[src/tsrd_pkg.sv]
// Shared types and constants for the thumbstick radial deadzone block.
// No dependencies.
package tsrd_pkg;

  localparam logic [14:0] FULL_SCALE = 15'h7FFF;
  localparam int MAG_W = 15;
  localparam int AXIS_W = 16;
  localparam int SQ_W = 32;
  localparam logic [1:0] REG_DEADZONE = 2'd0;

  typedef struct packed {
    logic              neg_x;
    logic              neg_y;
    logic [AXIS_W-1:0] ax;
    logic [AXIS_W-1:0] ay;
  } tsrd_axes_t;

  typedef struct packed {
    tsrd_axes_t       axes;
    logic [MAG_W-1:0] mag;
    logic             dz;
  } tsrd_mag_t;

  typedef struct packed {
    logic sat;
    logic neg;
    logic dz;
  } tsrd_fin_t;

endpackage

[src/tsrd_div.sv]
// Pipelined restoring divider, one quotient bit per stage.
// Depends on tsrd_pkg; the caller keeps num below den shifted by QW.
module tsrd_div import tsrd_pkg::*; #(
  parameter int DW = 15,
  parameter int QW = 15,
  parameter int SW = 1
) (
  input  logic               clk,
  input  logic               rst,
  input  logic               en,
  input  logic               in_valid,
  input  logic [DW+QW-1:0]   num,
  input  logic [DW-1:0]      den,
  input  logic [SW-1:0]      in_side,
  output logic               out_valid,
  output logic [QW-1:0]      quot,
  output logic [SW-1:0]      out_side
);

  localparam int NW = DW + QW;

  logic [NW-1:0] rem_q [QW];
  logic [DW-1:0] den_q [QW];
  logic [QW-1:0] q_q   [QW];
  logic          vld   [QW];
  logic [SW-1:0] side  [QW];

  for (genvar k = 0; k < QW; k++) begin : g_stage
    localparam int S = QW - 1 - k;
    logic [NW-1:0] rem_in, shifted, rem_next;
    logic [DW-1:0] den_in;
    logic [QW-1:0] q_in, q_next;
    logic          vld_in;
    logic [SW-1:0] side_in;

    if (k == 0) begin : g_first
      assign rem_in  = num;
      assign den_in  = den;
      assign q_in    = '0;
      assign vld_in  = in_valid;
      assign side_in = in_side;
    end else begin : g_rest
      assign rem_in  = rem_q[k-1];
      assign den_in  = den_q[k-1];
      assign q_in    = q_q[k-1];
      assign vld_in  = vld[k-1];
      assign side_in = side[k-1];
    end

    always_comb begin
      shifted = NW'(den_in) << S;
      if (rem_in >= shifted) begin
        rem_next = rem_in - shifted;
        q_next   = {q_in[QW-2:0], 1'b1};
      end else begin
        rem_next = rem_in;
        q_next   = {q_in[QW-2:0], 1'b0};
      end
    end

    always_ff @(posedge clk) begin
      if (rst) begin
        vld[k] <= 1'b0;
      end else if (en) begin
        vld[k] <= vld_in;
      end
    end

    always_ff @(posedge clk) begin
      if (en) begin
        rem_q[k] <= rem_next;
        den_q[k] <= den_in;
        q_q[k]   <= q_next;
        side[k]  <= side_in;
      end
    end
  end

  assign out_valid = vld[QW-1];
  assign quot      = q_q[QW-1];
  assign out_side  = side[QW-1];

endmodule

[config.mk]
export PLATFORM = sky130hd
export DESIGN_NAME = tsrd_div
export DESIGN_NICKNAME = d
export VERILOG_FILES = /design/src/tsrd_pkg.sv /design/src/tsrd_div.sv
export SDC_FILE = /design/constraint.sdc
export NUM_CORES = 1
export LEC_CHECK = 0
export BUFFER_PORTS_ARGS = -buffer_cell sky130_fd_sc_hd__buf_2
export CORE_MARGIN = 2
export CORE_UTILIZATION = 68
export CTS_CLUSTER_DIAMETER = 40
export DETAILED_ROUTE_END_ITERATION = 8
export PLACE_DENSITY = 0.85
export REMOVE_ABC_BUFFERS = 1
export SETUP_SLACK_MARGIN = 0.2
export SYNTH_ARGS = -nofsm -noshare
export SYNTH_HDL_FRONTEND = slang
export SYNTH_SLANG_ARGS = --single-unit
[constraint.sdc]
create_clock -name clk -period 5.5 [get_ports clk]
set_input_delay 0.825 -clock clk [delete_from_list [all_inputs] [get_ports clk]]
set_output_delay 0.825 -clock clk [all_outputs]
set_load 0.01 [all_outputs]
* After elaboration in Yosys (flattened, before gate mapping)
Memories as Yosys holds them, arrays and structs flattened.
Cells that the tools add are included.
** Cells by class
- Add/sub/neg operators :: 15
- Order comparisons :: 15
- Multiplexer cells :: 51
- Bitwise gates (word level) :: 15
** Operators by type and width (count)
- 30-bit two-way mux :: 15
- 1-bit two-way mux :: 36
- 30-bit by 15-bit >= comparator with 1-bit output :: 1
- 30-bit by 16-bit >= comparator with 1-bit output :: 1
- 30-bit by 17-bit >= comparator with 1-bit output :: 1
- 30-bit by 18-bit >= comparator with 1-bit output :: 1
- 30-bit by 19-bit >= comparator with 1-bit output :: 1
- 30-bit by 20-bit >= comparator with 1-bit output :: 1
- 30-bit by 21-bit >= comparator with 1-bit output :: 1
- 30-bit by 22-bit >= comparator with 1-bit output :: 1
- 30-bit by 23-bit >= comparator with 1-bit output :: 1
- 30-bit by 24-bit >= comparator with 1-bit output :: 1
- 30-bit by 25-bit >= comparator with 1-bit output :: 1
- 30-bit by 26-bit >= comparator with 1-bit output :: 1
- 30-bit by 27-bit >= comparator with 1-bit output :: 1
- 30-bit by 28-bit >= comparator with 1-bit output :: 1
- 30-bit by 29-bit >= comparator with 1-bit output :: 1
- 30-bit by 15-bit subtractor with 30-bit output :: 1
- 30-bit by 16-bit subtractor with 30-bit output :: 1
- 30-bit by 17-bit subtractor with 30-bit output :: 1
- 30-bit by 18-bit subtractor with 30-bit output :: 1
- 30-bit by 19-bit subtractor with 30-bit output :: 1
- 30-bit by 20-bit subtractor with 30-bit output :: 1
- 30-bit by 21-bit subtractor with 30-bit output :: 1
- 9 further kinds :: 23
** Storage, ports and cells
- Register bits after elaboration :: 0
- RAM bits :: 930
- Input bits :: 50
- Output and inout bits :: 17
- Word-level logic and storage cells :: 101
- Memories kept :: 5
** Memories
- rem_q :: depth 15, width 30, read ports 14, clocked after Yosys merged registers in 0, write ports 15, line tsrd_div.sv:22 : logic [NW-1:0] rem_q [QW];
- den_q :: depth 15, width 15, read ports 14, clocked after Yosys merged registers in 0, write ports 15, line tsrd_div.sv:23 : logic [DW-1:0] den_q [QW];
- q_q :: depth 15, width 15, read ports 15, clocked after Yosys merged registers in 0, write ports 15, line tsrd_div.sv:24 : logic [QW-1:0] q_q [QW];
- side :: depth 15, width 1, read ports 15, clocked after Yosys merged registers in 0, write ports 15, line tsrd_div.sv:26 : logic [SW-1:0] side [QW];
- vld :: depth 15, width 1, read ports 15, clocked after Yosys merged registers in 0, write ports 15, line tsrd_div.sv:25 : logic vld [QW];

* Depth between registers and ports, before layout
Gate-level depths: netlist of the first run.
- Depth after elaboration :: 4
- Gate-level depth with buffers :: 14
- Depth with buffers taken out :: 12

* Worst setup path before layout of the first run
No wires, ideal clock.
- Path type :: input to register
- Start :: in num[14]
- End :: mem rem_q[0][29] in the netlist's numbering, data pin
- Library setup time :: 0.260 ns
- Data arrival time :: 3.287 ns
- Data required time :: 5.240 ns
- Path slack :: 1.954 ns
- Stages :: 13
- Buffers on the path :: 1
- Cell sequence :: inv_1 -> ha_1 -> inv_1 -> fa_1 -> a21o_1 -> a21oi_1 -> nor2b_1 -> o311ai_0 -> a211oi_1 -> a2111o_1 -> clkbuf_1 -> nor2b_1 -> mux2_2
** RTL lines
- start: declaration :: line tsrd_div.sv:12 : input logic [DW+QW-1:0] num,
- end: declaration :: line tsrd_div.sv:22

==> results.md, run 1 <==
* Status: finished, final reports clean
* CORE AREA at 56600 um^2
* Num CTS Buffers at 103
* Routed Antenna Nets at 0
* Period Utilization, post-route at 80.9%
* Syn_area_per_cell at 12.3 um^2
* Crit. End Element: register
* ANT cells at 0
* Seq/Total Area, Yosys at 59.8%
* Post-cts resize count at 0
* Fin area at 44100 um^2
* Register area at 23400 um^2
* Fmax at 225 MHz
* Post-Place Cell Area at 40400 um^2
* Hold-fix buffer count after cts at 0
* Die height at 244 um
* IO buf count at 66
* Sink Count at 780
* Count leader, synth: edfxtp_1
* Top cells by area, synth: edfxtp_1 60%, ha_1 7.2%, xor2_1 3.2%
* Clk Latency, worst-skew pair at 0.67 ns
* CTS tree: yes
* Hold Crit Class: in -> reg
* Setup TNS at 0 ns
* Measured slew at the worst slew-check pin at 1.31 ns
* Crit path max fanout at 30
* Nets at 3598
* # fillers at 3116
* Share of layout cells above drive strength 1 at 10.0%
* Setup-failing EPs final at 0
* Asr flop ratio synth at 0%
* Post-CTS Setup Bufs at 0
* Area share of the largest cell type after synthesis at 59.8%
* Top_reg_cell synth: edfxtp_1
* Vias/cell at 6.19
* Pwr dens at 507 nW/um^2
* CTS Root Cell: clkbuf_16
* Synth warn at 0
* Post-synth cell types at 79
* Final hold viol count at 0
* Row count at 87
* Syn Inst Count at 3179
* R2r setup slk at 1.05 ns
* H-Tree Level Count at 3
* Total grt overflow at 0
* Final wirelength at 81.8 mm
* Drt initial violations at 2015
* Commonest cells post-synth: 780 x edfxtp_1, 278 x inv_1, 226 x nand2_1
* Fin. max-slew vios at 0
* Starting density of the core at 69.2%
* DRC viols at 0
* Yosys top cell by area: edfxtp_1
* P&R area growth vs syn at 12.5%
* Die Width at 244 um
* Clk slew on worst S/H paths at 0.07 ns
* Final min period at 4.45 ns
* Initial antenna violation count at 0
* Startpoint Class: register
* RSZ-0062 raised after global routing: no
* Largest net degree at the start of global routing at 171
* EDFF count, synth at 780
* Data required time at the worst endpoint at 5.92 ns
* Number of global-route vias before repair at 26800
* Via count at 25700
* IO Pins at 67
* WS Path Type: reg -> reg
* Max Cap Viol at 0
* Worst Skew at 0.0403 ns
* Drt pass-1 iters at 6
* Pleak at 17.0 nW
* First-pass GRT wire length at 132 mm
* Gpl congestion at 0.918
* Die area at 59500 um^2
* Mapped Area at 39100 um^2
* Maximum VDD drop at 0.000342 V
* Multi-input logic area at 14500 um^2
* CP Data Arrival Time at 4.87 ns
* Max transition margin at 11.8%
* Avg WL per Cell at 19.7 um
* DP HPWL at 55.7 mm
* Longest Clk Path Bufs at 3
* #FFs+latches synth at 780
* Total GRT Usage at 27.7%
[power by group]
part / internal (mW) / switching, mW / leakage (nW)
clock: 4.28 / 2.66 / 1.72
combinational: 2.73 / 3.77 / 7.73
sequential: 8.15 / 0.739 / 7.53
total: 15.2 / 7.17 / 17.0
[metrics by stage]
| step | util [%] | power [mW] | setup WS [ns] | cells | hold WS (ns) |
|---|---|---|---|---|---|
| after floorplan | - | 13.5 | 1.32 | 3120 | 0.400 |
| after global placement | 71.4 | 14.8 | 1.35 | 3960 | 0.400 |
| after detailed placement | 71.4 | 15.2 | 1.25 | 3960 | 0.405 |
| after CTS | 77.8 | 22.3 | 1.16 | 4150 | 0.329 |
| after global routing | 77.8 | 23.4 | 0.896 | 4150 | 0.344 |
| final | 77.8 | 22.3 | 1.05 | 4150 | 0.352 |
[routing by layer]
metal,share of wire (%),wire length [um],vias up,track usage [%]
met5,0,0,-,0
met4,7.0,5730,0,18.7
met2,56,45700,987,54.5
met3,4.3,3500,311,3.76
met1,33,26900,12400,26.4
li1,-,-,12000,-
[worst max-delay path: stages, from the launching register on]
cell	delay, ns
edfxtp_1	0.38
inv_1	0.11
ha_1	0.20
inv_1	0.07
fa_1	0.42
a21o_1	0.22
a31o_2	0.26
a2111oi_0	0.82
o31ai_1	0.32
nand3_1	0.16
o21a_1	0.80
mux2_2	0.43
[final cells by class]
cell class                 count  area share, %
multi-input combinational   2060           32.9
sequential                   780           53.2
tap                          756           2.15
inverter                     280           2.39
clock buffer                 110           5.96
timing repair buffer          84           1.16
clock inverter                80           2.29
[final timing paths]
kind | from | to | cells past startpoint
worst min register to register | q_q[2][0] | q_q[2][16] | 0
worst max register to register | rem_q[0][42] | rem_q[0][73] | 11
worst min-delay path | num[12] | rem_q[0][12] | 1
worst max-delay path | rem_q[0][42] | rem_q[0][73] | 11
[cells by family (layout without fill, tap and decap cells)]
logic type	count (synthesis)	count (layout)	synth area share, %
compound gates	704	704	11.3
flops	780	780	59.8
buf+inv	339	554	3.28
simple gates	819	819	10.8
mux	41	41	1.17
fa+ha+maj	239	239	7.91
xor+xnor	257	257	5.75
[registers in the layout, summed over array words and instances (netlist names)]
register,cells
vld,15
den_q,210
q_q,120
rem_q,420
side,15
[cells in the final DEF, fill, tap and decap left out, drive strengths merged, types with 110 or more instances in the layout]
cell type	instances
nand2	226
ha	225
a21oi	199
o21ai	194
edfxtp	780
xor2	144
nor2	159
inv	298
clkbuf	110
xnor2	113
(Power assumes the default switching activity.)
==> run 2: changes to the inputs <==
--- a/config.mk
+++ b/config.mk
@@ -7,10 +7,10 @@
 export LEC_CHECK = 0
 export BUFFER_PORTS_ARGS = -buffer_cell sky130_fd_sc_hd__buf_2
 export CORE_MARGIN = 2
-export CORE_UTILIZATION = 68
+export CORE_UTILIZATION = 57
 export CTS_CLUSTER_DIAMETER = 40
 export DETAILED_ROUTE_END_ITERATION = 8
-export PLACE_DENSITY = 0.85
+export PLACE_DENSITY = 0.76
 export REMOVE_ABC_BUFFERS = 1
 export SETUP_SLACK_MARGIN = 0.2
 export SYNTH_ARGS = -nofsm -noshare
==> constraint.sdc (replaced) <==
create_clock -name clk -period 3.7 [get_ports clk]
set_input_delay 0.555 -clock clk [delete_from_list [all_inputs] [get_ports clk]]
set_output_delay 0.555 -clock clk [all_outputs]
set_load 0.01 [all_outputs]
==> run 2 against run 1 <==
Clock power is 57% higher. Flip-flop and latch count stayed put. Final cell count is 4.4% higher. Combinational power is 49% higher. Largest power group unchanged.
==> results.md, run 2 (synthesis results as in run 1) <==
* First-pass GRT wire length at 124 mm
* Period Utilization, post-route at 91.6%
* Drt pass-1 iters at 6
* IO buf count at 66
* Die Width at 266 um
* Max reg flops at 420
* Hold-fix buffer count after cts at 0
* Longest Clk Path Bufs at 3
* DP HPWL at 55.2 mm
* Row count at 96
* Data required time at the worst endpoint at 4.11 ns
* Final Util at 65.8%
* Final wirelength at 77.5 mm
* Vias/cell at 5.81
* HP Start: num[12]
* Nets at 3647
* Maximum VDD drop at 0.000494 V
* Gpl congestion at 0.962
* # fillers at 4715
* Crit. End Element: register
* Sink Count at 780
* Largest net degree at the start of global routing at 122
* H-Tree Level Count at 3
* Worst path slowest cell: nor4b_1
* Final min period at 3.39 ns
* P&R area growth vs syn at 14.9%
* WS Path Type: reg -> reg
* RSZ-0062 raised after global routing: no
* CP bufs+invs at 1
* Fin area at 45000 um^2
* Pwr dens at 751 nW/um^2
* Total GRT Usage at 22.0%
* Num CTS Buffers at 113
* Setup TNS at 0 ns
* Startpoint Class: register
* Status: finished, final reports clean
* Starting density of the core at 57.3%
* Placed cells at 4122
* Fin. max-slew vios at 0
* CP Data Arrival Time at 3.80 ns
* Worst path max stage delay at 0.78 ns
* Post-Place Cell Area at 40900 um^2
* Number of global-route vias before repair at 26300
* Measured slew at the worst slew-check pin at 0.849 ns
* Total grt overflow at 0
* Non-Filler Instances at 4333
* Routed Antenna Nets at 0
* Avg WL per Cell at 17.9 um
* IO Pins at 67
* Crit path launch: den_q[1][15]
* ANT cells at 0
* Fmax at 295 MHz
* Clk Latency, worst-skew pair at 0.69 ns
* Via count at 25200
* Top flop regs: rem_q x420, den_q x210, q_q x120
* Crit path max fanout at 3
* Die height at 266 um
* Hold Crit Class: in -> reg
* CTS Root Cell: clkbuf_16
* CORE AREA at 68300 um^2
* Pleak at 17.4 nW
* Max transition margin at 42.6%
* Worst Skew at 0.0554 ns
* Top reg by flops: rem_q
* Final hold viol count at 0
* Crit path cell chain: ha_1 > inv_1 > fa_1 > a211oi_2 > o21ai_0 > a211oi_1 > o21bai_1 > a41oi_1 > nor4b_1 > nor4_1 > xor2_1
* Reg2Reg Launch Point: den_q[1][15]
* Max Cap Viol at 0
* Most common cell after layout, fill and taps aside: edfxtp_1
* Most frequent cells in the layout: 780 x edfxtp_1, 278 x inv_1, 226 x nand2_1, 225 x ha_1, 197 x a21oi_1
* Drt initial violations at 1588
* Die area at 70800 um^2
* Initial antenna violation count at 0
* Clk slew on worst S/H paths at 0.06 ns
* Share of layout cells above drive strength 1 at 11.8%
* DRC viols at 0
* Worst path top cell family by delay: compound AO/OA/AOI/OAI gates
* CTS tree: yes
* Setup-failing EPs final at 0
-- run 2: cell types whose count changed in the layout (fill, tap and decap cells not counted), moves of 3 or more --
| cell | previous run | this run |
|---|---|---|
| buf_4 | 15 | 46 |
| clkinv_2 | 5 | 20 |
| clkbuf_16 | 104 | 113 |
| buf_12 | 3 | 11 |
| clkinvlp_4 | 17 | 12 |
| o21ai_0 | 194 | 190 |
| o21ai_1 | 0 | 4 |
| clkbuf_1 | 6 | 9 |
| clkinv_1 | 10 | 7 |
| clkinv_16 | 0 | 3 |
-- run 2: timing repair --
action	in CTS	in global routing
resized for setup	1	15
pin swaps	0	4
buffers inserted	0	3
endpoints found under the setup margin	2	41
-- run 2: path summary, 6_finish.rpt --
kind	end	cells after the start	slack (ns)
setup / recovery	rem_q[1][80]	11	0.31
hold / removal	rem_q[0][12]	1	0.05
setup reg to reg	rem_q[1][80]	11	0.31
hold reg to reg	side[1][3]	0	0.40
-- run 2: layout make-up --
class / instances / area [um^2] / area share, %
Tap cell: 882 / 1100 / 2.45
Inverter: 280 / 1050 / 2.34
Multi-Input combinational cell: 2060 / 14500 / 32.3
Sequential cell: 780 / 23400 / 52.1
Clock inverter: 86 / 1080 / 2.41
Clock buffer: 122 / 2860 / 6.36
Timing Repair Buffer: 123 / 906 / 2.01
-- run 2: through the flow --
| stage | total power, mW | setup WS (ns) | hold slack, ns |
|---|---|---|---|
| final | 33.8 | 0.311 | 0.0530 |
| after global routing | 35.6 | 0.206 | 0.0275 |
| after CTS | 33.8 | 0.248 | 0.0172 |
| after detailed placement | 22.8 | 0.153 | 0.405 |
| after global placement | 22.3 | 0.170 | 0.400 |
| after floorplan | 20.1 | -0.478 | 0.400 |
-- run 2: where the power goes --
| group | switching [mW] | leakage [nW] | internal [mW] |
|---|---|---|---|
| clock | 4.10 | 1.90 | 6.81 |
| sequential | 1.05 | 7.53 | 12.1 |
| combinational | 5.53 | 7.96 | 4.18 |
-- run 2: routing by layer --
| layer | global-route usage (%) | share of wire, % | routed length, um | vias up |
|---|---|---|---|---|
| met4 | 13.1 | 5.4 | 4200 | 0 |
| met2 | 45.4 | 58 | 44700 | 662 |
| met5 | 0 | 0 | 0 | - |
| li1 | - | - | - | 12200 |
| met1 | 19.5 | 34 | 26000 | 12100 |
| met3 | 3.17 | 3.3 | 2580 | 250 |
