File: config.mk
export PLATFORM = sky130hd
export DESIGN_NAME = tsrd_isqrt
export DESIGN_NICKNAME = d
export VERILOG_FILES = /design/src/tsrd_pkg.sv /design/src/tsrd_isqrt.sv
export SDC_FILE = /design/constraint.sdc
export NUM_CORES = 1
export LEC_CHECK = 0
export BUFFER_PORTS_ARGS = -buffer_cell sky130_fd_sc_hd__buf_2
export CAP_MARGIN = 10
export CORE_MARGIN = 3
export CORE_UTILIZATION = 40
export CTS_BUF_LIST = sky130_fd_sc_hd__clkbuf_4 sky130_fd_sc_hd__clkbuf_8
export CTS_CLUSTER_SIZE = 20
export DETAILED_ROUTE_END_ITERATION = 12
export PLACE_DENSITY_LB_ADDON = 0.05
export SYNTH_ARGS = -nofsm -noshare
export SYNTH_HDL_FRONTEND = slang
export SYNTH_SLANG_ARGS = --single-unit
File: constraint.sdc
create_clock -name clk -period 5.4 [get_ports clk]
set_input_delay 1.08 -clock clk [delete_from_list [all_inputs] [get_ports clk]]
set_output_delay 1.08 -clock clk [all_outputs]
set_load 0.03 [all_outputs]
File: src/tsrd_pkg.sv
// Shared types and constants for the thumbstick radial deadzone block.
// No dependencies.
package tsrd_pkg;

  localparam logic [14:0] FULL_SCALE = 15'h7FFF;
  localparam int MAG_W = 15;
  localparam int AXIS_W = 16;
  localparam int SQ_W = 32;
  localparam logic [1:0] REG_DEADZONE = 2'd0;

  typedef struct packed {
    logic              neg_x;
    logic              neg_y;
    logic [AXIS_W-1:0] ax;
    logic [AXIS_W-1:0] ay;
  } tsrd_axes_t;

  typedef struct packed {
    tsrd_axes_t       axes;
    logic [MAG_W-1:0] mag;
    logic             dz;
  } tsrd_mag_t;

  typedef struct packed {
    logic sat;
    logic neg;
    logic dz;
  } tsrd_fin_t;

endpackage

File: src/tsrd_isqrt.sv
// Pipelined integer square root, one result bit per stage.
// Depends on tsrd_pkg.
module tsrd_isqrt import tsrd_pkg::*; #(
  parameter int SW = 1
) (
  input  logic               clk,
  input  logic               rst,
  input  logic               en,
  input  logic               in_valid,
  input  logic [SQ_W-1:0]    in_val,
  input  logic [SW-1:0]      in_side,
  output logic               out_valid,
  output logic [SQ_W/2-1:0]  out_root,
  output logic [SW-1:0]      out_side
);

  localparam int NS = SQ_W / 2;

  logic [SQ_W-1:0] v_q [NS];
  logic [SQ_W-1:0] r_q [NS];
  logic            vld [NS];
  logic [SW-1:0]   side [NS];

  for (genvar k = 0; k < NS; k++) begin : g_stage
    localparam logic [SQ_W-1:0] BIT = SQ_W'(1) << (SQ_W - 2 - 2 * k);
    logic [SQ_W-1:0] v_in, r_in, trial, v_next, r_next;
    logic            vld_in;
    logic [SW-1:0]   side_in;

    if (k == 0) begin : g_first
      assign v_in    = in_val;
      assign r_in    = '0;
      assign vld_in  = in_valid;
      assign side_in = in_side;
    end else begin : g_rest
      assign v_in    = v_q[k-1];
      assign r_in    = r_q[k-1];
      assign vld_in  = vld[k-1];
      assign side_in = side[k-1];
    end

    always_comb begin
      trial = r_in + BIT;
      if (v_in >= trial) begin
        v_next = v_in - trial;
        r_next = (r_in >> 1) + BIT;
      end else begin
        v_next = v_in;
        r_next = r_in >> 1;
      end
    end

    always_ff @(posedge clk) begin
      if (rst) begin
        vld[k] <= 1'b0;
      end else if (en) begin
        vld[k] <= vld_in;
      end
    end

    always_ff @(posedge clk) begin
      if (en) begin
        v_q[k]  <= v_next;
        r_q[k]  <= r_next;
        side[k] <= side_in;
      end
    end
  end

  assign out_valid = vld[NS-1];
  assign out_root  = r_q[NS-1][SQ_W/2-1:0];
  assign out_side  = side[NS-1];

endmodule

# Yosys cells after proc, flatten, opt, wreduce, memory -nomap -nowiden
# Memories as Yosys holds them, arrays and structs flattened.
# Cells that the tools add are included.
dict set report classes {
  n_addsub 46
  multipliers 0
  n_div 0
  magnitude_cmp 16
  n_eq_ne 0
  shift 0
  muxes 54
  n_bitwise 16
  n_reduce_logical 0
}
# cell count
set ops {}
lappend ops {{two-way mux 32 bit} 31}
lappend ops {{greater-or-equal comparator 32 bit} 15}
lappend ops {{subtractor 32 bit} 15}
lappend ops {{adder 31 x 1 -> 32 bit, second input constant} 1}
lappend ops {{adder 31 x 11 -> 32 bit, second input constant} 1}
lappend ops {{adder 31 x 13 -> 32 bit, second input constant} 1}
lappend ops {{adder 31 x 15 -> 32 bit, second input constant} 1}
lappend ops {{adder 31 x 17 -> 32 bit, second input constant} 1}
lappend ops {{adder 31 x 19 -> 32 bit, second input constant} 1}
lappend ops {{adder 31 x 21 -> 32 bit, second input constant} 1}
lappend ops {{adder 31 x 23 -> 32 bit, second input constant} 1}
lappend ops {{adder 31 x 25 -> 32 bit, second input constant} 1}
lappend ops {{adder 31 x 27 -> 32 bit, second input constant} 1}
lappend ops {{adder 31 x 29 -> 32 bit, second input constant} 1}
lappend ops {{adder 31 x 3 -> 32 bit, second input constant} 1}
lappend ops {{adder 31 x 5 -> 32 bit, second input constant} 1}
lappend ops {{adder 31 x 7 -> 32 bit, second input constant} 1}
lappend ops {{adder 31 x 9 -> 32 bit, second input constant} 1}
lappend ops {{adder 32 x 1 -> 32 bit, second input constant} 1}
lappend ops {{adder 32 x 11 -> 32 bit, second input constant} 1}
lappend ops {{adder 32 x 13 -> 32 bit, second input constant} 1}
lappend ops {{adder 32 x 15 -> 32 bit, second input constant} 1}
lappend ops {{adder 32 x 17 -> 32 bit, second input constant} 1}
lappend ops {{adder 32 x 19 -> 32 bit, second input constant} 1}
lappend ops {{14 further kinds} 50}
dict set report totals {
  ff_bits 0
  latch_bits 0
  ram_bits 1056
  romBits 0
  in_bits 37
  elab_cells 136
  memories 4
}
# memory words word_bits read_ports rd_clocked_by_memory_dff wr line
set mem_list {}
lappend mem_list {r_q 16 32 16 0 16 tsrd_isqrt.sv:20} ;# logic [SQ_W-1:0] r_q [NS];
lappend mem_list {v_q 16 32 15 0 16 tsrd_isqrt.sv:19} ;# logic [SQ_W-1:0] v_q [NS];
lappend mem_list {side 16 1 16 0 16 tsrd_isqrt.sv:22} ;# logic [SW-1:0] side [NS];
lappend mem_list {vld 16 1 16 0 16 tsrd_isqrt.sv:21} ;# logic vld [NS];

# Logic depth before layout (Yosys ltp)
# Gate-level depths: netlist (run 1).
dict set report logic_depth {
  depth_word 4
  depth_mapped 13
}

# Worst setup path after synthesis (run 1)
# No wires, ideal clock.
dict set report synth_path {
  path_kind {reg2reg}
  start {memory v_q[10][10], in the netlist v_q[1][74]}
  end {memory v_q[11][28], in the netlist v_q[1][124], data pin}
  t_arrival_ns 2.919
  required_ns 5.142
  path_slack_ns 2.223
  path_stages_with_launch 10
  synth_period_minus_slack_ns 3.177
  path_cell_list {edfxtp_1 -> ha_1 -> nor2b_1 -> o31a_1 -> o221a_2 -> o41ai_2 -> o21ai_0 -> or4_1 -> or3b_2 -> xnor2_1}
}
# element line
set synth_lines {}
lappend synth_lines {{from (decl)} tsrd_isqrt.sv:19}

==> out/metrics.yaml, run 1 <==
status: "completed"
cp-start-kind: "register"
min_period_ns: 3.823
place_congestion: 0.8285
syn_nets: 2414
postCtsResizedCells: 0
drt_pass1_iterations: 6
hold_buffers: 0
avgSynthCellArea_sq_um: 13.40
numCtsBuffers: 112
drtIter0Drc: 801
cts_tree: "yes"
drc_errors: 0
drive_gt1_share_pct: 11.67
whs_endpoint: "side[1][6]"
r2r_slack_ns: 1.58
min_from: "side[1][5]"
regToRegStartpoint: "v_q[1][168]"
setup_viol: 0
slew_violations: 0
post-place-ws_ns: 1.451
async_reset_ff_share_pct: 0
path_max_fanout: 10
finalCritPeriodShare_pct: 70.81
fmax_mhz: 261.5
clock_latency_ns: 0.70
core_area_sq_mm: 0.07345
yosys_warnings: 0
worstPathRequired_ns: 5.83
cp_cell_sequence: "ha_1 -> nand3_1 -> nor2_1 -> o311a_1 -> o211ai_1 -> and4b_1 -> or4b_1 -> nor4b_1 -> xor2_1"
r2r_end: "v_q[1][222]"
first_global_vias: 18780
final_nets: 2567
grt.total_usage_pct: 15.84
clockBufferDepth: 3
min_path_type: "reg -> reg"
synth_seq_cells: 648
wl_per_cell_um: 17.85
wirelength_mm: 61.20
area_growth_pct: 12.31
post-cts-setup-buffers: 0
synth_top_area_cell: "edfxtp_1"
die-area_sq_mm: 0.07791
syn-instance-count: 2227
grt_pass1_wl_mm: 97.68
seq_area_frac_synth_pct: 65.21
ys_top_cells_by_area: "edfxtp_1, ha_1, xor2_1"
path_class: "reg -> reg"
antenna_left: 0
start_util_pct: 40.62
syn-cell-area_sq_mm: 0.02984
worst-path-buf-inv: 0
cts_sinks: 648
synth_ff_type: "edfxtp_1"
tightest_slew_ns: 1.160
boundaryPins: 55
slowest_stage: "or4b_1"
antenna_found_initial: 1
synth_common_cells: "edfxtp_1, inv_1, ha_1, nand2_1, nor2_1"
synth.top_cell.area_share_pct: 65.21
clk_pin_slew_worst_paths_ns: 0.06
io_buffer_count: 54
slew_headroom_pct: 22.53
leakage_nw: 12.57
die_w_um: 279.1
cp-startpoint: "v_q[1][168]"
fin_ws_ns: 1.577
yosys.cell_types.count: 71
row_count: 99
hold_depth: 0
ir_worst_vdd_mv: 0.1941
die_y_um: 279.1
grt_max_degree: 155
power_density_mw_per_mm2: 389.0
arrival_ns: 4.25
final.setup.tns_ns: 0
dp_hpwl_mm: 44.17
fin_skew_ns: 0.02316
cts_max_level: 3
cpPeakStageDelay_ns: 0.67
cp.depth: 9
r2r_cells: 9
cp_top_family: "simple AND/OR/NAND/NOR gates"
end_kind: "register"
root_buffer: "clkbuf_8"
hold_violations: 0
vias: 17609
synth_edf_count: 648
yosysMostFrequentCell: "edfxtp_1"
viasPerCell: 5.135
gr-total-overflow: 0
rsz0062_at_grt: "false"
drv_cap: 0
## stage by stage
stage / cell area (sq um) / total power (W) / cells / hold WS (ns) / util, %
2_1_floorplan: 29840 / 0.008133 / 2227 / 0.4003 / -
5_1_grt: 33510 / 0.01377 / 3429 / 0.4246 / 45.62
3_3_place_gp: 31330 / 0.008778 / 3224 / 0.4021 / 42.65
4_1_cts: 33500 / 0.01324 / 3426 / 0.4145 / 45.60
6_report: 33510 / 0.01304 / 3429 / 0.4171 / 45.62
3_5_place_dp: 31330 / 0.008825 / 3224 / 0.4056 / 42.65
## power by group
group          total [W]  switching, W  internal [W]
Sequential       0.00670      0.000398       0.00631
Combinational    0.00201       0.00115      0.000862
Clock            0.00432       0.00198       0.00234
## per-layer routing
metal  track usage, %  up-vias  share of wire, %
met2            31.75      331                57
met1            15.45     8474                36
met4            7.259        0               4.3
met3            3.010      146               3.3
met5                0        -                 0
li1                 -     8658                 -
## layout make-up
class | count | area, sq um
multi-input cells | 1368 | 9559
flip-flops and latches | 648 | 19460
diodes | 2 | 5.005
inverters | 182 | 683.2
clock inverters | 68 | 456.7
clock buffers | 134 | 1713
repair buffers | 68 | 435.4
well taps | 959 | 1200
fillers | 6541 | 39940
## cell families (layout without fill, tap and decap cells)
group                    Yosys count  after routing  synth area share, %
AO/OA/AOI/OAI                    365            365                7.653
other                              0              2                    0
flip-flops                       648            648                65.21
multiplexers                      30             30                1.107
buffers and inverters            211            452                2.780
AND/OR/NAND/NOR                  636            636                11.47
adder cells (fa/ha/maj)          150            150                6.290
XOR/XNOR                         187            187                5.489
## how the worst max path moves through the flow
stage	to	slack, ns
after floorplan	v_q[1][124]	2.22
after global placement	v_q[1][222]	1.45
after detailed placement	v_q[1][222]	1.45
after CTS	v_q[1][222]	1.44
after global routing	v_q[1][222]	1.32
final	v_q[1][222]	1.58
## registers in the layout, indices dropped and copies added, names as in the netlist
signal and count:
r_q 136, side 16, v_q 480, vld 16
## placed cells by master, fill, tap and decap left out, drive strengths merged, types with 28 or more instances in the layout
cell / instances
nor2: 117
xor2: 95
ha: 150
o21a: 38
buf: 68
edfxtp: 648
nand2: 130
nor3: 64
clkbuf: 134
nor4: 76
nand4: 28
a21oi: 93
inv: 185
nand3: 28
xnor2: 92
clkinv: 59
nand2b: 35
o21ai: 113
Note: power is estimated with default switching activity, not from simulation.
==> run 2, diff against run 1 <==
- ABC_AREA: unset -> 1
- clock period: 5.4 -> 4 ns (I/O delays scaled with it)
==> out/metrics.yaml, run 2 <==
end_kind: "register"
min_period_ns: 2.899
hold_buffers: 0
drtIter0Drc: 1583
power_density_mw_per_mm2: 493.1
hold_depth: 1
start_util_pct: 40.66
area_growth_pct: 10.85
die-area_sq_mm: 0.09094
tightest_slew_ns: 0.8034
yosys_warnings: 0
slew_headroom_pct: 45.88
syn_nets: 3951
cp_top_family: "buffers and inverters"
antenna_left: 0
setup_viol: 0
first_global_vias: 24336
numCtsBuffers: 112
gr-total-overflow: 0
cts_max_level: 3
synth.top_cell.area_share_pct: 55.69
grt.total_usage_pct: 19.56
synth_edf_count: 648
path_class: "reg -> reg"
root_buffer: "clkbuf_8"
drv_cap: 0
post-cts-setup-buffers: 0
synth_ff_type: "edfxtp_1"
cts_sinks: 648
p_total_w: 0.01910
path_max_fanout: 24
status: "completed"
min_from: "in_side"
synth_top_family_by_area: "simple AND/OR/NAND/NOR gates"
drive_gt1_share_pct: 9.970
cp_cell_sequence: "inv_1 -> ha_1 -> inv_1 -> o21ai_0 -> nor3_2 -> nand3_2 -> buf_4 -> inv_2 -> nand2_1 -> nand2_1"
hold_violations: 0
syn-cell-area_sq_mm: 0.03494
regMostFlops: "v_q"
core_area_sq_mm: 0.08595
boundaryPins: 55
cp-start-kind: "register"
dp_hpwl_mm: 67.83
final_common_cell: "nand2_1"
grt_max_degree: 109
avgSynthCellArea_sq_um: 9.284
antenna_found_initial: 2
yosys.cell_types.count: 53
worstPathRequired_ns: 4.50
cpPeakStageDelay_ns: 0.58
synth_xor_area_share_pct: 2.757
io_buffer_count: 54
final_cell_mix: "nand2_1, edfxtp_1, inv_1"
r2r_slack_ns: 1.10
synth_top_area_cell: "edfxtp_1"
fin_skew_ns: 0.04280
drc_errors: 0
slew_violations: 0
die_w_um: 301.6
r2r_cells: 10
fmax_mhz: 345.0
ir_worst_vdd_mv: 0.2953
place_congestion: 0.8784
clockBufferDepth: 3
largest_reg_flops: 480
die_y_um: 301.6
postCtsResizedCells: 0
cts_tree: "yes"
arrival_ns: 3.40
final.setup.tns_ns: 0
vias: 24776
synth-adder-area-share_pct: 5.371
r2r_end: "v_q[1][177]"
row_count: 107
muxShareOfSynthArea_pct: 0
synth_compound_area_share_pct: 5.285
min_path_type: "in -> reg"
finalCritPeriodShare_pct: 72.46
synth-simple-area-share_pct: 23.69
synth_seq_cells: 648
final_nets: 4103
top_regs: "v_q: 480 flops, r_q: 136 flops"
seq_area_frac_synth_pct: 55.69
regToRegStartpoint: "r_q[1][146]"
wirelength_mm: 88.04
wl_per_cell_um: 17.10
slowest_stage: "o21ai_0"
grt_pass1_wl_mm: 137.7
drt_pass1_iterations: 6
rsz0062_at_grt: "false"
worst-path-buf-inv: 4
leakage_nw: 16.81
syn-instance-count: 3764
async_reset_ff_share_pct: 0
yosysMostFrequentCell: "nand2_1"
viasPerCell: 4.813
synth_common_cells: "nand2_1, edfxtp_1, inv_1, nor2_1, nand3_1"
clock_latency_ns: 0.77
whs_endpoint: "side[0][0]"
ys_top_cells_by_area: "edfxtp_1, nand2_1, inv_1"
clk_pin_slew_worst_paths_ns: 0.06
-- run 2: how the worst max path moves through the flow --
stage	startpoint	end	slack [ns]	cells past startpoint
after floorplan	v_q[1][111]	v_q[1][137]	2.04	10
after global placement	r_q[1][146]	v_q[1][177]	1.11	10
after detailed placement	r_q[1][146]	v_q[1][177]	1.16	10
after CTS	r_q[1][146]	v_q[1][177]	1.17	10
after global routing	r_q[1][177]	v_q[1][200]	1.01	9
final	r_q[1][146]	v_q[1][177]	1.10	10
-- run 2: metrics by stage --
stage | cell area (sq um) | instances | hold WS [ns] | setup slack (ns) | util (%)
2_1_floorplan | 34940 | 3764 | 0.4003 | 2.044 | -
3_3_place_gp | 36560 | 4946 | 0.4046 | 1.111 | 42.54
3_5_place_dp | 36560 | 4946 | 0.4054 | 1.163 | 42.54
4_1_cts | 38730 | 5146 | 0.1187 | 1.168 | 45.06
5_1_grt | 38730 | 5148 | 0.1476 | 1.007 | 45.07
6_report | 38730 | 5148 | 0.2256 | 1.101 | 45.07
-- run 2: layout make-up --
type                    instances  area [sq um]
well taps                    1144          1431
clock inverters                47         319.1
multi-input cells            2488         12970
inverters                     603          2268
diodes                          2         5.005
clock buffers                 153          1849
repair buffers                 63         435.4
flip-flops and latches        648         19460
fillers                      8538         47220
-- run 2: report_power, final --
group          internal (W)  switching, W
combinational       0.00143       0.00268
clock               0.00309       0.00279
sequential          0.00850      0.000609
total                0.0130       0.00608
-- run 2: worst reg2reg max path, delay by kind of cell (launching register included) --
| kind | cells | cell delay (ns) |
|---|---|---|
| simple gates | 4 | 0.44 |
| buf+inv | 4 | 0.78 |
| flops | 1 | 0.49 |
| fa+ha+maj | 1 | 0.38 |
| compound gates | 1 | 0.58 |
-- run 2: kinds of logic after synthesis --
family / after synthesis
AND/OR/NAND/NOR: 1935
flip-flops: 648
buffers and inverters: 628
AO/OA/AOI/OAI: 293
adder cells (fa/ha/maj): 150
XOR/XNOR: 110
-- run 2: per-layer routing --
metal  routed length, um  global-route usage (%)
met5                   0                       0
met4                2105                   5.249
met3                3288                   2.829
met2               42070                   32.98
met1               40570                   26.39
==> run 3, diff against run 2 <==
- clock period: 4 -> 2.8 ns (I/O delays scaled with it)
==> out/metrics.yaml, run 3 (synthesis gave the netlist of run 2 again) <==
p_total_w: 0.02781
drv_cap: 0
r2r_cells: 11
dp_hpwl_mm: 69.38
cp-start-kind: "register"
die-area_sq_mm: 0.09094
power_density_mw_per_mm2: 701.5
slew_violations: 0
post-place-ws_ns: 0.2473
vias: 25103
rsz0062_at_grt: "false"
holdWs_ns: 0.1360
drc_errors: 0
r2r_slack_ns: 0.23
fillCellCount: 8443
leakage_nw: 17.25
fin_ws_ns: 0.2314
io_buffer_count: 54
first_global_vias: 24975
viasPerCell: 4.802
end_kind: "register"
final_cell_mix: "nand2_1, edfxtp_1, inv_1"
grt_pass1_wl_mm: 139.9
path_class: "reg -> reg"
regMostFlops: "v_q"
antenna_found_initial: 3
path_max_fanout: 9
r2r_end: "v_q[1][154]"
cp-startpoint: "v_q[1][113]"
drt_pass1_iterations: 6
cts_sinks: 648
die_y_um: 301.6
min_period_ns: 2.569
die_w_um: 301.6
boundaryPins: 55
drtIter0Drc: 1419
final.setup.tns_ns: 0
clockBufferDepth: 3
postCtsResizedCells: 0
wirelength_mm: 88.92
fin_skew_ns: 0.06804
slew_headroom_pct: 56.31
grt_max_degree: 74
root_buffer: "clkbuf_8"
clk_pin_slew_worst_paths_ns: 0.06
regToRegStartpoint: "v_q[1][113]"
core_area_sq_mm: 0.08595
antenna_left: 0
largest_reg_flops: 480
arrival_ns: 3.07
final_common_cell: "nand2_1"
cts_max_level: 3
finalCritPeriodShare_pct: 91.74
numCtsBuffers: 113
start_util_pct: 40.66
clock_latency_ns: 0.79
crit_end: "v_q[1][154]"
gr-total-overflow: 0
tightest_slew_ns: 0.6539
cts_tree: "yes"
place_congestion: 0.8939
ir_worst_vdd_mv: 0.4739
hold_buffers: 31
setup_viol: 0
top_regs: "v_q: 480 flops, r_q: 136 flops"
post-cts-setup-buffers: 0
area_growth_pct: 13.45
fmax_mhz: 389.3
worstPathRequired_ns: 3.30
final_nets: 4183
grt.total_usage_pct: 19.83
min_path_type: "in -> reg"
status: "completed"
row_count: 107
drive_gt1_share_pct: 10.97
wl_per_cell_um: 17.01
hold_violations: 0
run 3: cell count changes in the layout (fill, tap and decap cells not counted), sizes merged:
cell and delta:
clkbuf -12, buf +48, bufinv +4, clkinvlp +4, diode -1, dlygate4sd3 +31, clkinv +6
run 3: worst min-delay path by stage:
stage | startpoint | endpoint | slack (ns) | cells past startpoint
after floorplan | side[0][0] | side[0][1] | 0.40 | 0
after global placement | side[1][3] | side[1][4] | 0.40 | 0
after detailed placement | side[1][2] | side[1][3] | 0.40 | 0
after CTS | in_val[31] | v_q[0][31] | 0.03 | 3
after global routing | in_valid | vld[0][0] | 0.07 | 3
final | in_val[31] | v_q[0][31] | 0.14 | 3
run 3: area by class of cell:
cell class | instances | area (sq um) | area share (%)
antenna | 1 | 2.502 | 0.006312
clock inverter | 61 | 519.2 | 1.310
clock buffer | 141 | 1765 | 4.453
timing repair buffer | 142 | 1231 | 3.106
tap | 1144 | 1431 | 3.611
multi-input combinational | 2488 | 12970 | 32.71
inverter | 603 | 2268 | 5.722
sequential | 648 | 19460 | 49.08
run 3: worst max-delay path: stages (launching register included):
cell and delay, ns:
edfxtp_1 0.39, ha_1 0.38, nand2_1 0.15, nor2_4 0.24
nand4_1 0.26, nor2_1 0.20, nor2_1 0.08, nand2_2 0.16
buf_4 0.21, nand3_1 0.08, nand2_1 0.07, nand2_1 0.08
run 3: power breakdown:
part / leakage [nW] / internal, W / switching, W / total, W
Combinational: 9.82 / 0.00214 / 0.00387 / 0.00601
Clock: 1.18 / 0.00468 / 0.00410 / 0.00877
Sequential: 6.24 / 0.0121 / 0.000886 / 0.0130
Total: 17.2 / 0.0190 / 0.00885 / 0.0278
run 3: metal layers:
metal  vias up  share of wire [%]  GRT usage, %
met4         0                2.3         5.503
met3       124                3.6         2.930
met2       445                 48         33.88
met5         -                  0             0
met1     11627                 46         26.26
li1      12907                  -             -
run 3: stage by stage:
step	utilization [%]	instances	area, sq um
after floorplan	-	3764	34940
after global placement	43.10	4994	37050
after detailed placement	43.10	4994	37050
after CTS	46.12	5227	39640
after global routing	46.12	5228	39640
final	46.12	5228	39640
